### config.mk
export PLATFORM = sky130hd
export DESIGN_NAME = reaction_timer_with_display_scan
export DESIGN_NICKNAME = d
export VERILOG_FILES = /design/src/rtl/core/rtds_pkg.sv /design/src/rtl/core/rtds_scan.sv /design/src/rtl/core/reaction_timer_with_display_scan.sv
export SDC_FILE = /design/constraint.sdc
export NUM_CORES = 1
export LEC_CHECK = 0
export BUFFER_PORTS_ARGS = -buffer_cell sky130_fd_sc_hd__buf_2
export CAP_MARGIN = 10
export CORE_ASPECT_RATIO = 1.75
export CORE_MARGIN = 3
export CORE_UTILIZATION = 30
export DETAILED_ROUTE_END_ITERATION = 8
export GPL_ROUTABILITY_DRIVEN = 0
export MAX_ROUTING_LAYER = met4
export PLACE_DENSITY = 0.46
export SYNTH_ARGS = -nofsm -noshare
export SYNTH_HDL_FRONTEND = slang
export SYNTH_SLANG_ARGS = --single-unit
### constraint.sdc
create_clock -name clk -period 7.04 [get_ports clk]
set_input_delay 0 -clock clk [delete_from_list [all_inputs] [get_ports clk]]
set_output_delay 0 -clock clk [all_outputs]
set_load 0.05 [all_outputs]
### src/rtl/core/rtds_pkg.sv
// ----------------------------------------------------------------------------
// rtds_pkg: shared types and constants
// Phase encoding, transaction kinds, register indexes and display constants
// for the reaction timer with multiplexed display.
// ----------------------------------------------------------------------------
package rtds_pkg;

    // Transaction kinds on the input channel
    localparam logic [1:0] KIND_CENTI   = 2'd0;
    localparam logic [1:0] KIND_REFRESH = 2'd1;
    localparam logic [1:0] KIND_PRESS   = 2'd2;

    // Phase codes as seen on the output port
    localparam logic [1:0] PHASE_IDLE  = 2'd0;
    localparam logic [1:0] PHASE_DELAY = 2'd1;
    localparam logic [1:0] PHASE_RUN   = 2'd2;
    localparam logic [1:0] PHASE_STOP  = 2'd3;

    // Configuration register indexes
    localparam int unsigned CFG_INDEX_WIDTH = 2;
    localparam logic [CFG_INDEX_WIDTH-1:0] CFG_TARGET_BUTTON = 2'd0;
    localparam logic [CFG_INDEX_WIDTH-1:0] CFG_DELAY_TICKS   = 2'd1;

    localparam logic [2:0]  START_BUTTON       = 3'd7;
    localparam logic [2:0]  TARGET_RESET       = 3'd0;
    localparam logic [15:0] DELAY_TICKS_RESET  = 16'd200;
    localparam logic [6:0]  COUNT_MAX          = 7'd99;

    localparam logic [3:0] SELECT_BLANK  = 4'hF;
    localparam logic [7:0] SEGMENT_BLANK = 8'hFF;
    localparam logic [7:0] SEGMENT_BASE  = 8'hF0;
    localparam logic [7:0] DOT_MASK      = 8'h7F;

    // Digit scan positions
    localparam logic [1:0] POS_CENTI_UNITS = 2'd0;
    localparam logic [1:0] POS_CENTI_TENS  = 2'd1;
    localparam logic [1:0] POS_SEC_UNITS   = 2'd2;
    localparam logic [1:0] POS_SEC_TENS    = 2'd3;

    // Internal one-hot phase state
    typedef enum logic [3:0] {
        ST_IDLE  = 4'b0001,
        ST_DELAY = 4'b0010,
        ST_RUN   = 4'b0100,
        ST_STOP  = 4'b1000
    } phase_state_t;

    // What one refresh drives onto the display
    typedef struct packed {
        logic [3:0] digit_select;
        logic [7:0] segment_code;
    } scan_drive_t;

endpackage

### src/rtl/core/rtds_scan.sv
// ----------------------------------------------------------------------------
// rtds_scan: display scan decode
// Picks the digit for the current scan position and builds the active-low
// select and the segment byte, with the dot on the seconds units digit.
// ----------------------------------------------------------------------------
module rtds_scan
    import rtds_pkg::*;
(
    input  logic [1:0]  scan_position,
    input  logic [6:0]  centi_count,
    input  logic [6:0]  second_count,
    output scan_drive_t drive
);

    logic [6:0]  value;
    logic [17:0] product;
    logic [3:0]  tens;
    logic [3:0]  units;
    logic [7:0]  tens_x10;
    logic [3:0]  digit;
    logic [7:0]  code;

    assign value = scan_position[1] ? second_count : centi_count;

    // value / 10 as (value * 205) >> 11, exact for every 7-bit value
    assign product  = {11'd0, value} * 18'd205;
    assign tens     = product[14:11];
    assign tens_x10 = {tens, 3'd0} + {3'd0, tens, 1'b0};
    assign units    = 4'(({1'b0, value}) - tens_x10);

    assign digit = scan_position[0] ? tens : units;
    assign code  = SEGMENT_BASE + {4'd0, digit};

    always_comb
    begin
        unique case (scan_position)
            POS_CENTI_UNITS:
            begin
                drive.digit_select = 4'hE;
                drive.segment_code = code;
            end
            POS_CENTI_TENS:
            begin
                drive.digit_select = 4'hD;
                drive.segment_code = code;
            end
            POS_SEC_UNITS:
            begin
                drive.digit_select = 4'hB;
                drive.segment_code = code & DOT_MASK;
            end
            default:
            begin
                drive.digit_select = 4'h7;
                drive.segment_code = code;
            end
        endcase
    end

endmodule

### src/rtl/core/reaction_timer_with_display_scan.sv
// ----------------------------------------------------------------------------
// reaction_timer_with_display_scan: reaction-time tester top level
// Phase control, delay counter, stopwatch, display scan and output register.
// ----------------------------------------------------------------------------
// Each input transaction (centisecond tick, refresh tick or button press)
// loads the state registers and the result register at the same edge, so a
// new transaction is taken every cycle while the result register is empty
// or being drained. The one result register is what sets that figure; when
// the consumer stalls, in_ready drops until the waiting result is taken.
// Pressing button 7 in idle starts the delay; after
// delay_ticks centisecond ticks (zero acts as one) the LED of target_button
// lights and the stopwatch runs in hundredths and seconds, seconds wrapping
// at 100. The target button stops it; button 7 while stopped clears all and
// blanks the display. Refresh ticks outside idle walk four active-low digit
// selects, each with segment code 0xF0 plus the digit, the dot on seconds
// units. The configuration port is always ready; writes are meant to land
// only while no transaction is in flight, and unknown indexes are dropped.
// ----------------------------------------------------------------------------
module reaction_timer_with_display_scan
    import rtds_pkg::*;
(
    input  logic                       clk,
    input  logic                       rst_n,

    input  logic                       cfg_valid,
    output logic                       cfg_ready,
    input  logic [CFG_INDEX_WIDTH-1:0] cfg_index,
    input  logic [15:0]                cfg_data,

    input  logic                       in_valid,
    output logic                       in_ready,
    input  logic [1:0]                 kind,
    input  logic [2:0]                 button,

    output logic                       out_valid,
    input  logic                       out_ready,
    output logic [1:0]                 phase,
    output logic [7:0]                 led_mask,
    output logic [3:0]                 digit_select,
    output logic [7:0]                 segment_code,
    output logic [6:0]                 hundredths,
    output logic [6:0]                 seconds_shown
);

    // Configuration registers
    logic [2:0]   target_reg;
    logic [15:0]  delay_ticks_reg;

    // Block state
    phase_state_t state_reg,  state_next;
    logic [15:0]  delay_reg,  delay_next;
    logic [6:0]   centi_reg,  centi_next;
    logic [6:0]   second_reg, second_next;
    logic [1:0]   scan_reg,   scan_next;
    logic [3:0]   select_reg, select_next;
    logic [7:0]   seg_reg,    seg_next;

    // Result register
    logic         out_valid_reg, out_valid_next;
    logic [1:0]   phase_reg,  phase_next;
    logic [7:0]   led_reg,    led_next;
    logic [3:0]   dsel_reg;
    logic [7:0]   scode_reg;
    logic [6:0]   hund_reg;
    logic [6:0]   secs_reg;

    logic         in_fire;
    logic         out_fire;
    logic [15:0]  delay_inc;
    scan_drive_t  drive;

    assign cfg_ready = 1'b1;
    assign in_ready  = ~out_valid_reg | out_ready;
    assign in_fire   = in_valid & in_ready;
    assign out_fire  = out_valid_reg & out_ready;

    // Configuration writes
    always_ff @(posedge clk or negedge rst_n)
    begin
        if (!rst_n)
        begin
            target_reg      <= TARGET_RESET;
            delay_ticks_reg <= DELAY_TICKS_RESET;
        end
        else if (cfg_valid)
        begin
            if (cfg_index == CFG_TARGET_BUTTON)
                target_reg <= cfg_data[2:0];
            else if (cfg_index == CFG_DELAY_TICKS)
                delay_ticks_reg <= cfg_data;
        end
    end

    // Segment and select for the current scan position
    rtds_scan u_scan
    (
        .scan_position (scan_reg),
        .centi_count   (centi_reg),
        .second_count  (second_reg),
        .drive         (drive)
    );

    assign delay_inc = delay_reg + 16'd1;

    // Next state for one transaction
    always_comb
    begin
        state_next  = state_reg;
        delay_next  = delay_reg;
        centi_next  = centi_reg;
        second_next = second_reg;
        scan_next   = scan_reg;
        select_next = select_reg;
        seg_next    = seg_reg;

        unique case (kind)
            KIND_CENTI:
            begin
                if (state_reg == ST_DELAY)
                begin
                    delay_next = delay_inc;
                    if (delay_inc >= delay_ticks_reg)
                        state_next = ST_RUN;
                end
                else if (state_reg == ST_RUN)
                begin
                    if (centi_reg >= COUNT_MAX)
                    begin
                        centi_next  = '0;
                        second_next = (second_reg >= COUNT_MAX) ? 7'd0 : second_reg + 7'd1;
                    end
                    else
                    begin
                        centi_next = centi_reg + 7'd1;
                    end
                end
            end
            KIND_REFRESH:
            begin
                // Display stays blank in idle
                if (state_reg != ST_IDLE)
                begin
                    select_next = drive.digit_select;
                    seg_next    = drive.segment_code;
                    scan_next   = scan_reg + 2'd1;
                end
            end
            KIND_PRESS:
            begin
                unique case (state_reg)
                    ST_IDLE:
                    begin
                        if (button == START_BUTTON)
                        begin
                            state_next = ST_DELAY;
                            delay_next = '0;
                        end
                    end
                    ST_RUN:
                    begin
                        if (button == target_reg)
                            state_next = ST_STOP;
                    end
                    ST_STOP:
                    begin
                        // Start press while stopped: back to the reset picture
                        if (button == START_BUTTON)
                        begin
                            state_next  = ST_IDLE;
                            delay_next  = '0;
                            centi_next  = '0;
                            second_next = '0;
                            scan_next   = POS_CENTI_UNITS;
                            select_next = SELECT_BLANK;
                            seg_next    = SEGMENT_BLANK;
                        end
                    end
                    default:
                    begin
                    end
                endcase
            end
            default:
            begin
            end
        endcase
    end

    // Result fields derived from the updated phase
    always_comb
    begin
        unique case (state_next)
            ST_IDLE:  phase_next = PHASE_IDLE;
            ST_DELAY: phase_next = PHASE_DELAY;
            ST_RUN:   phase_next = PHASE_RUN;
            default:  phase_next = PHASE_STOP;
        endcase
        if (state_next == ST_RUN || state_next == ST_STOP)
            led_next = 8'd1 << target_reg;
        else
            led_next = '0;
    end

    always_comb
    begin
        priority if (in_fire)
            out_valid_next = 1'b1;
        else if (out_fire)
            out_valid_next = 1'b0;
        else
            out_valid_next = out_valid_reg;
    end

    // Control and state registers
    always_ff @(posedge clk or negedge rst_n)
    begin
        if (!rst_n)
        begin
            state_reg     <= ST_IDLE;
            delay_reg     <= '0;
            centi_reg     <= '0;
            second_reg    <= '0;
            scan_reg      <= POS_CENTI_UNITS;
            select_reg    <= SELECT_BLANK;
            seg_reg       <= SEGMENT_BLANK;
            out_valid_reg <= 1'b0;
        end
        else
        begin
            out_valid_reg <= out_valid_next;
            if (in_fire)
            begin
                state_reg  <= state_next;
                delay_reg  <= delay_next;
                centi_reg  <= centi_next;
                second_reg <= second_next;
                scan_reg   <= scan_next;
                select_reg <= select_next;
                seg_reg    <= seg_next;
            end
        end
    end

    // Result payload, no reset needed
    always_ff @(posedge clk)
    begin
        if (in_fire)
        begin
            phase_reg <= phase_next;
            led_reg   <= led_next;
            dsel_reg  <= select_next;
            scode_reg <= seg_next;
            hund_reg  <= centi_next;
            secs_reg  <= second_next;
        end
    end

    assign out_valid     = out_valid_reg;
    assign phase         = phase_reg;
    assign led_mask      = led_reg;
    assign digit_select  = dsel_reg;
    assign segment_code  = scode_reg;
    assign hundredths    = hund_reg;
    assign seconds_shown = secs_reg;

endmodule

==> results of run 1 <==
kinds of logic after synthesis:
kind of cell | after synthesis
and+or+nand+nor | 205
adders and majority gates | 70
xor gates and xnor gates | 27
muxes | 39
AOI/OAI and AO/OA | 142
other | 1
buffers and inverters | 83
DFF | 104
power breakdown:
group          leakage [nW]  total (mW)  switching (mW)  internal (mW)
Sequential             1.16       0.804          0.0749          0.729
Clock                 0.139       0.500           0.252          0.248
Combinational          2.32       0.486           0.306          0.180
per-stage QoR:
step           worst slack, ns  instances
2_1_floorplan            1.907        671
3_3_place_gp             1.584       1009
3_5_place_dp             1.452       1009
4_1_cts                  1.430       1044
5_1_grt                  1.146       1044
6_report                 1.444       1044
worst paths after layout:
path	endpoint	from	slack, ns	cells after the start
worst max-delay path	segment_code[3]	scan_reg[1]	1.44	17
worst min-delay path	target_reg[1]	cfg_index[1]	0.04	3
worst max register to register	segment_code[3]	scan_reg[1]	1.44	17
worst min register to register	seg_reg[7]	seg_reg[7]	0.49	2
max in group asynchronous	delay_ticks_reg[13]	rst_n	6.05	3
min in group asynchronous	delay_reg[0]	rst_n	0.39	3
routing by layer:
| layer | vias up | track usage (%) | wire length, um |
|---|---|---|---|
| li1 | 2528 | - | - |
| met1 | 2502 | 14.30 | 6067 |
| met2 | 81 | 27.24 | 9363 |
| met3 | 30 | 2.313 | 405 |
| met4 | 0 | 6.589 | 510 |
| met5 | - | - | 0 |
cell type report:
class	count	area, um2	area share [%]
clock inverter	7	65.06	0.8382
timing repair buffer	90	560.5	7.221
clock buffer	9	225.2	2.901
inverter	58	217.7	2.805
sequential	104	2803	36.11
tap	292	365.4	4.707
multi-input combinational	484	3526	45.42
critical path: cells and delay by family (launching register included):
kind	cells	cell delay [ns]
fa+ha+maj	6	2.20
compound gates	6	1.27
xor+xnor	2	0.69
flops	1	0.65
mux	1	0.44
buf+inv	2	0.09
cells in the final DEF (no fill, tap or decap), types with 6 or more instances in the layout:
master / instances
mux2_2: 34
and3_1: 8
nand4_1: 8
nor2_1: 29
nand3_1: 17
nor3_1: 17
nand2b_1: 8
clkbuf_16: 9
nor4b_1: 6
dfstp_2: 16
edfxtp_1: 36
nand2_1: 88
buf_2: 65
a21o_1: 9
dfrtp_1: 52
o21a_1: 6
a31oi_1: 9
buf_4: 6
dlygate4sd3_1: 19
xor2_1: 13
inv_1: 57
ha_1: 62
xnor2_1: 12
o21ai_0: 54
fa_1: 8
a21oi_1: 28
==> impl_metrics.yaml, run 1 <==
run_status:
  status: "complete, no violations"
detailed_routing:
  drtAntennaViolNets: 0
  via_count: 5141
  drt-initial-drc-count: 255
  first_pass_iters: 4
  wire_per_inst_um: 15.66
  routed_wl_mm: 16.35
  drc: 0
  via_per_inst: 4.924
yosys:
  yosys.area_share.simple_pct: 14.65
  synth.distinct_cells: 59
  synth_top_area_share_pct: 19.58
  synth-async-reset-ratio_pct: 65.38
  netlist_area_mm2: 0.006645
  synth_top_family_by_area: "simple AND/OR/NAND/NOR gates"
  synth.most_common_cell: "nand2_1"
  ys_ff_latch: 104
  syn_nets: 769
  synthCells: 671
  ys.flop_type: "dfrtp_1"
  synthMuxAreaShare_pct: 6.628
  synth-compound-area-share_pct: 13.63
  synth_edf_count: 36
  yosys-top-cells-count: "nand2_1 (88), ha_1 (62), inv_1 (57)"
  avgSynthCellArea_um2: 9.903
  seq_area_frac_synth_pct: 42.18
  yosysWarnings: 0
  yosysTopAreaCell: "dfrtp_1"
  yosys.area_share.adder_pct: 14.08
  synth_xor_area_share_pct: 3.916
  ys_top_cells_by_area: "dfrtp_1 (20%), edfxtp_1 (16%), ha_1 (12%)"
timing:
  period_needed_ns: 5.596
  fin_skew_ns: 0.01063
  hold_ws_ns: 0.04409
  post-route-period-util_pct: 79.48
  slew_violations: 0
  setup_viol: 0
  rsz0062_at_grt: "false"
  fin_setup_tns_ns: 0
  finalHoldViolCount: 0
  tightestPinTransition_ns: 0.9443
  clock.fmax_ghz: 0.1787
  relSlewSlack_pct: 36.38
grt:
  grt_pass1_wl_mm: 26.91
  grt_pass1_vias: 5247
  track_usage_pct: 14.40
  gr-total-overflow: 0
  antenna_found_initial: 0
  grt_max_degree: 72
job:
  cap_viol_max_count: 0
setup_path:
  crit_slowest_cell: "dfrtp_1"
  critical_path_required_ns: 7.14
  cp_common_cell: "ha_1"
  cp-start-kind: "flip-flop"
  crit_arrival_ns: 5.70
  critPathMaxStageDelay_ns: 0.65
  crit_path_cell_trace: "mux2_2 > ha_1 > ha_1 > fa_1 > inv_1 > fa_1 > inv_1 > ha_1 > a31oi_1 > o41ai_4 > a211oi_1 > xnor2_1 > ha_1 > a21oi_1 > xor3_2 > a2111oi_4 > a211oi_2"
  critPathMaxFanout: 11
  critPathKind: "reg -> reg"
  end_kind: "flip-flop"
place:
  placed_area_mm2: 0.007282
  port_buffers: 65
  hpwl_mm: 12.31
layout:
  antenna_cells: 0
  fin_area_mm2: 0.007762
  layout.nets: 845
  area_growth_pct: 16.81
  drive_gt1_share_pct: 19.68
  fin_util_pct: 35.81
  num-fill-cells: 2239
clocking:
  cts_tree: "yes"
  postCtsHoldBufs: 19
  cts_setup_buffers: 0
  insertion_delay_ns: 0.36
  ctsHtreeMaxLevel: 3
  path_clk_slew_ns: 0.08
  numCtsBuffers: 9
  clock-root-buffer: "clkbuf_16"
  cts_buffer_depth: 2
  numClockSinks: 104
  cts-resized-gates: 0
die:
  num_rows: 71
  chipHeight_um: 202.9
  core_area_mm2: 0.02168
  start_util_pct: 30.66
  die_x_um: 118.5
  dieArea_mm2: 0.02404
  io_pins: 67
worst_hold_path:
  worstHoldPathType: "in -> reg"
power_and_ir_drop:
  power.leakage_nw: 3.614
  peakVddDrop_v: 0.0001213
  pwr_density_cell_mw_per_mm2: 230.5
  power.total_mw: 1.790
Power figures use the tool's default switching activity.
==> run 2: changes to the inputs <==
- PLACE_DENSITY: 0.46 -> 0.48
- clock period: 7.04 -> 4.9 ns (I/O delays scaled with it)
==> run 2 against run 1 <==
Compared with the run above: sequential power rose by 44%; first-iteration DRC count fell by 10%; power rose by 45%; sequential cell count did not move; sequential share of layout area fell by 2.2 points; wire length rose by 3.2%; cell area rose by 6.7%; worst hold slack improved by 0.021 ns; via count rose by 1.4%; clock power rose by 43%; maximum frequency rose by 17%; largest cell class unchanged.
==> impl_metrics.yaml, run 2 (same netlist as run 1, synthesis figures left out) <==
timing:
  period_needed_ns: 4.787
  slew_violations: 0
  setup_viol: 0
  fin_skew_ns: 0.006342
  finalHoldViolCount: 0
  relSlewSlack_pct: 31.19
  rsz0062_at_grt: "true"
  post-route-period-util_pct: 97.70
  clock.fmax_ghz: 0.2089
  tightestPinTransition_ns: 1.024
clocking:
  numClockSinks: 104
  insertion_delay_ns: 0.35
  path_clk_slew_ns: 0.07
  cts_buffer_depth: 2
  ctsHtreeMaxLevel: 3
  clock-root-buffer: "clkbuf_16"
  cts_tree: "yes"
  numCtsBuffers: 9
layout:
  layout.nets: 878
  mostFrequentLayoutCells: "nand2_1 (86), buf_2 (65), inv_1 (54)"
  fin_util_pct: 38.20
  fin_area_mm2: 0.008279
  area_growth_pct: 24.59
  antenna_cells: 0
  layout_commonest_cell: "nand2_1"
  drive_gt1_share_pct: 27.26
  instances_no_fill: 1077
setup_path:
  end_kind: "flip-flop"
  crit_path_end: "segment_code[3]"
  crit_buf_inv: 3
  r2r-start: "scan_reg[1]"
  crit_arrival_ns: 4.89
  critPathKind: "reg -> reg"
  crit_start: "scan_reg[1]"
  critical_path_required_ns: 5.00
  critPathMaxStageDelay_ns: 0.51
  rr_worst_depth: 17
  critPathMaxFanout: 6
  cp_common_cell: "ha_4"
  cp-start-kind: "flip-flop"
  cp.depth: 17
  rr_endpoint: "segment_code[3]"
  crit_family: "adder cells"
  crit_path_cell_trace: "mux2_4 > ha_4 > ha_4 > fa_1 > inv_1 > fa_1 > inv_2 > ha_4 > a31oi_4 > o41ai_4 > buf_4 > or3_4 > nand2_2 > xnor2_2 > xor3_2 > a2111oi_4 > a211oi_2"
  reg2reg_slack_ns: 0.11
  crit_slowest_cell: "xor3_2"
worst_hold_path:
  worstHoldPathType: "in -> reg"
die:
  start_util_pct: 30.66
  num_rows: 71
  chipHeight_um: 202.9
  die_x_um: 118.5
  dieArea_mm2: 0.02404
  core_area_mm2: 0.02168
  io_pins: 67
detailed_routing:
  drtAntennaViolNets: 0
  drc: 0
  via_per_inst: 4.839
  drt-initial-drc-count: 229
  first_pass_iters: 5
  wire_per_inst_um: 15.66
  routed_wl_mm: 16.86
  via_count: 5212
place:
  port_buffers: 65
  hpwl_mm: 12.68
  dp_cells: 1034
  placed_area_mm2: 0.007488
power_and_ir_drop:
  peakVddDrop_v: 0.0002325
  power.leakage_nw: 3.777
  pwr_density_cell_mw_per_mm2: 313.1
grt:
  gr-total-overflow: 0
  grt_pass1_vias: 5396
  grt_pass1_wl_mm: 27.10
  antenna_found_initial: 0
  grt_max_degree: 69
  track_usage_pct: 14.57
run_status:
  status: "complete, no violations"
job:
  cap_viol_max_count: 0
[run 2: cell types whose count changed in the layout (fill, tap and decap cells not counted), moves of 3 or more]
cell | before | now
ha_2 | 0 | 3
inv_2 | 1 | 4
mux2_2 | 34 | 31
ha_1 | 62 | 49
mux2_4 | 0 | 3
buf_4 | 6 | 38
ha_4 | 0 | 10
inv_1 | 57 | 54
a21oi_1 | 28 | 25
[run 2: power breakdown]
group,internal [mW],switching [mW],total [mW]
Sequential,1.05,0.107,1.16
Clock,0.394,0.319,0.713
Combinational,0.275,0.449,0.724
Total,1.72,0.875,2.59
[run 2: what timing repair did]
item	CTS	global route
endpoints found under the setup margin	2	6
hold buffers	19	0
buffers inserted	4	4
pin swaps	13	14
gates cloned	0	0
gates resized for setup	23	20
hold endpoints to repair	72	0
[run 2: worst min-delay path by stage]
| stage | startpoint | end | cells past startpoint |
|---|---|---|---|
| 6_report | cfg_index[1] | target_reg[1] | 3 |
| 4_1_cts | cfg_index[1] | target_reg[1] | 3 |
| 2_1_floorplan | rst_n | centi_reg[0] | 0 |
| 3_5_place_dp | in_valid | out_valid | 2 |
| 3_3_place_gp | in_valid | out_valid | 2 |
| 5_1_grt | cfg_index[1] | target_reg[1] | 3 |
[run 2: worst reg2reg max path, stage by stage (launching register included)]
cell	delay (ns)
dfrtp_2	0.49
mux2_4	0.36
ha_4	0.28
ha_4	0.19
fa_1	0.48
inv_1	0.05
fa_1	0.49
inv_2	0.05
ha_4	0.23
a31oi_4	0.16
o41ai_4	0.12
buf_4	0.16
or3_4	0.39
nand2_2	0.08
xnor2_2	0.12
xor3_2	0.51
a2111oi_4	0.32
a211oi_2	0.05
[run 2: per-stage QoR]
step	power (mW)	setup TNS [ns]	setup slack, ns	hold slack [ns]
2_1_floorplan	1.666	0	0.04918	-0.2956
3_3_place_gp	1.855	-0.05158	-0.05158	0.2078
3_5_place_dp	1.873	-0.2093	-0.1785	0.2068
4_1_cts	2.629	-0.09960	-0.09960	0.05490
5_1_grt	2.750	-0.02603	-0.02603	0.09464
6_report	2.592	0	0.1128	0.06475
[run 2: layout make-up]
type / instances / area [um2]
Clock buffer: 10 / 229.0
Clock inverter: 6 / 58.81
Fill cell: 2248 / 13400
Inverter: 58 / 217.7
Multi-Input combinational cell: 484 / 3792
Sequential cell: 104 / 2804
Tap cell: 292 / 365.4
Timing Repair Buffer: 123 / 812.0
[run 2: metal layers]
layer / part of all wire (%) / GRT usage [%] / up-vias
li1: - / - / 2593
met1: 37 / 13.97 / 2510
met2: 58 / 28.77 / 84
met3: 2.0 / 1.923 / 25
met4: 2.3 / 6.051 / 0
met5: 0 / - / -
==> run 3: changes to the inputs <==
- SETUP_SLACK_MARGIN: not set -> 0.3
==> run 3 against run 2 <==
Compared with the run above: final cell count is 0.65% lower; core utilization is essentially flat; combinational power grew 0.7%; global-route usage is essentially flat; setup slack worse by 0.014 ns; die area stayed put; count of clock-buffer cells in the layout did not move; critical path type unchanged.
==> impl_metrics.yaml, run 3 (same netlist as run 1, synthesis figures left out) <==
run_status:
  status: "complete, no violations"
layout:
  fin_util_pct: 38.22
  drive_gt1_share_pct: 27.38
  antenna_cells: 0
  fin_area_mm2: 0.008285
  area_growth_pct: 24.68
  layout_commonest_cell: "nand2_1"
  num-fill-cells: 2209
  layout.nets: 871
  mostFrequentLayoutCells: "nand2_1 (86), buf_2 (65), inv_1 (53)"
detailed_routing:
  wl_met1_mm: 6.396
  via_count: 5219
  first_pass_iters: 5
  drt-initial-drc-count: 225
  via_per_inst: 4.878
  drc: 0
  dr_wl_met3_um: 414
  wl_met2_mm: 9.388
  top_layer_used: "met4"
  routed_wl_mm: 16.69
  wire_per_inst_um: 15.60
  drtAntennaViolNets: 0
die:
  die_x_um: 118.5
  chipHeight_um: 202.9
  core_area_mm2: 0.02168
  start_util_pct: 30.66
  dieArea_mm2: 0.02404
  io_pins: 67
  num_rows: 71
power_and_ir_drop:
  power_frac_seq_pct: 43.4
  pwr-share-clk_pct: 29.3
  power.leakage_nw: 3.763
  pwr_density_cell_mw_per_mm2: 321.6
  power.total_mw: 2.664
  p_sw_mw: 0.8798
  comb_power_share_pct: 27.4
  p_int_mw: 1.784
  peakVddDrop_v: 0.0002234
  p_sw_share_pct: 33.02
clocking:
  ctsHtreeMaxLevel: 3
  cts_buffer_depth: 2
  cts_tree: "yes"
  insertion_delay_ns: 0.35
  numClockSinks: 104
  clock-root-buffer: "clkbuf_16"
  path_clk_slew_ns: 0.07
  numCtsBuffers: 9
timing:
  clock.fmax_ghz: 0.2083
  tightestPinTransition_ns: 1.001
  relSlewSlack_pct: 32.36
  rsz0062_at_grt: "true"
  hold_ws_ns: 0.07317
  setup_viol: 0
  slew_violations: 0
  setup_ws_ns: 0.09886
  post-route-period-util_pct: 97.98
  fin_skew_ns: 0.008112
  finalHoldViolCount: 0
  period_needed_ns: 4.801
grt:
  grt_pass1_wl_mm: 27.03
  gr-total-overflow: 0
  antenna_found_initial: 0
  track_usage_pct: 14.54
  grt_pass1_vias: 5370
  grt_max_degree: 72
setup_path:
  critPathMaxFanout: 7
  crit_family: "adder cells"
  critPathKind: "reg -> reg"
  critPathMaxStageDelay_ns: 0.52
  crit_buf_inv: 3
  crit_path_cell_trace: "mux2_4 > ha_4 > ha_4 > fa_1 > inv_1 > fa_1 > inv_2 > ha_4 > a31oi_4 > o41ai_4 > buf_4 > or3_1 > nand2_1 > xnor2_1 > xor3_2 > a2111oi_4 > a211oi_2"
  cp_common_cell: "ha_4"
  critical_path_required_ns: 5.00
  crit_arrival_ns: 4.90
  crit_slowest_cell: "xor3_2"
  cp-start-kind: "flip-flop"
  end_kind: "flip-flop"
worst_hold_path:
  worstHoldPathType: "in -> reg"
place:
  hpwl_mm: 12.56
  placed_area_mm2: 0.007552
  dp_slack_ns: -0.1394
  port_buffers: 65
job:
  cap_viol_max_count: 0
## run 3: changes by cell type in the layout (fill, tap and decap cells not counted), moves of 2 or more
cell and delta:
buf_4 -7, o21ai_1 +2, clkinv_2 +2, o21ai_0 -6, o21ai_2 +3, clkinv_1 -2
mux2i_2 -2, ha_2 -2
## run 3: path summary, 6_finish.rpt
| path | startpoint | end | slack, ns | depth (start not counted) |
|---|---|---|---|---|
| worst max-delay path | scan_reg[1] | segment_code[3] | 0.1 | 17 |
| worst min-delay path | cfg_index[1] | target_reg[0] | 0.07 | 3 |
| worst max register to register | scan_reg[1] | segment_code[3] | 0.1 | 17 |
| worst min register to register | seg_reg[7] | seg_reg[7] | 0.46 | 2 |
| max in group asynchronous | rst_n | scan_reg[1] | 3.87 | 3 |
| min in group asynchronous | rst_n | delay_reg[0] | 0.40 | 3 |
## run 3: metrics by stage
stage / setup TNS (ns) / cells
2_1_floorplan: 0 / 671
3_3_place_gp: 0 / 1028
3_5_place_dp: -0.1394 / 1028
4_1_cts: -0.02391 / 1068
5_1_grt: -0.09874 / 1070
6_report: 0 / 1070
## run 3: metal layers
layer / global-route usage [%] / vias up
met1: 14.73 / 2507
met3: 1.951 / 23
met2: 27.75 / 113
met4: 6.051 / 0
li1: - / 2576
met5: - / -
## run 3: power by group through the flow
| stage | registers [mW] | clock network (mW) | logic, mW |
|---|---|---|---|
| finish | 1.16 | 0.780 | 0.729 |
| global route | 1.17 | 0.847 | 0.819 |
| CTS | 1.16 | 0.815 | 0.731 |
| detailed placement | 1.17 | 0 | 0.711 |
| global placement | 1.17 | 0 | 0.692 |
| floorplan | 1.23 | 0 | 0.441 |
## run 3: area by class of cell
cell class / instances / area (um2) / area share (%)
Inverter: 58 / 217.7 / 2.628
Multi-Input combinational cell: 484 / 3817 / 46.07
Tap cell: 292 / 365.4 / 4.410
Clock buffer: 10 / 239.0 / 2.884
Sequential cell: 104 / 2804 / 33.84
Timing Repair Buffer: 116 / 759.5 / 9.166
Clock inverter: 6 / 82.58 / 0.9967
## run 3: repair_timing
action                     CTS  global route
setup buffers                5             2
hold buffers                19             0
pin swaps                   16            11
resized for setup           20            17
hold endpoints to repair    72             0
setup endpoints to repair    6             7
## run 3: worst register-to-register path, stage by stage (launching register included)
cell and delay (ns):
dfrtp_2 0.51, mux2_4 0.37, ha_4 0.29, ha_4 0.20, fa_1 0.47, inv_1 0.05
fa_1 0.49, inv_2 0.05, ha_4 0.23, a31oi_4 0.15, o41ai_4 0.11, buf_4 0.16
or3_1 0.33, nand2_1 0.09, xnor2_1 0.14, xor3_2 0.52, a2111oi_4 0.34, a211oi_2 0.05
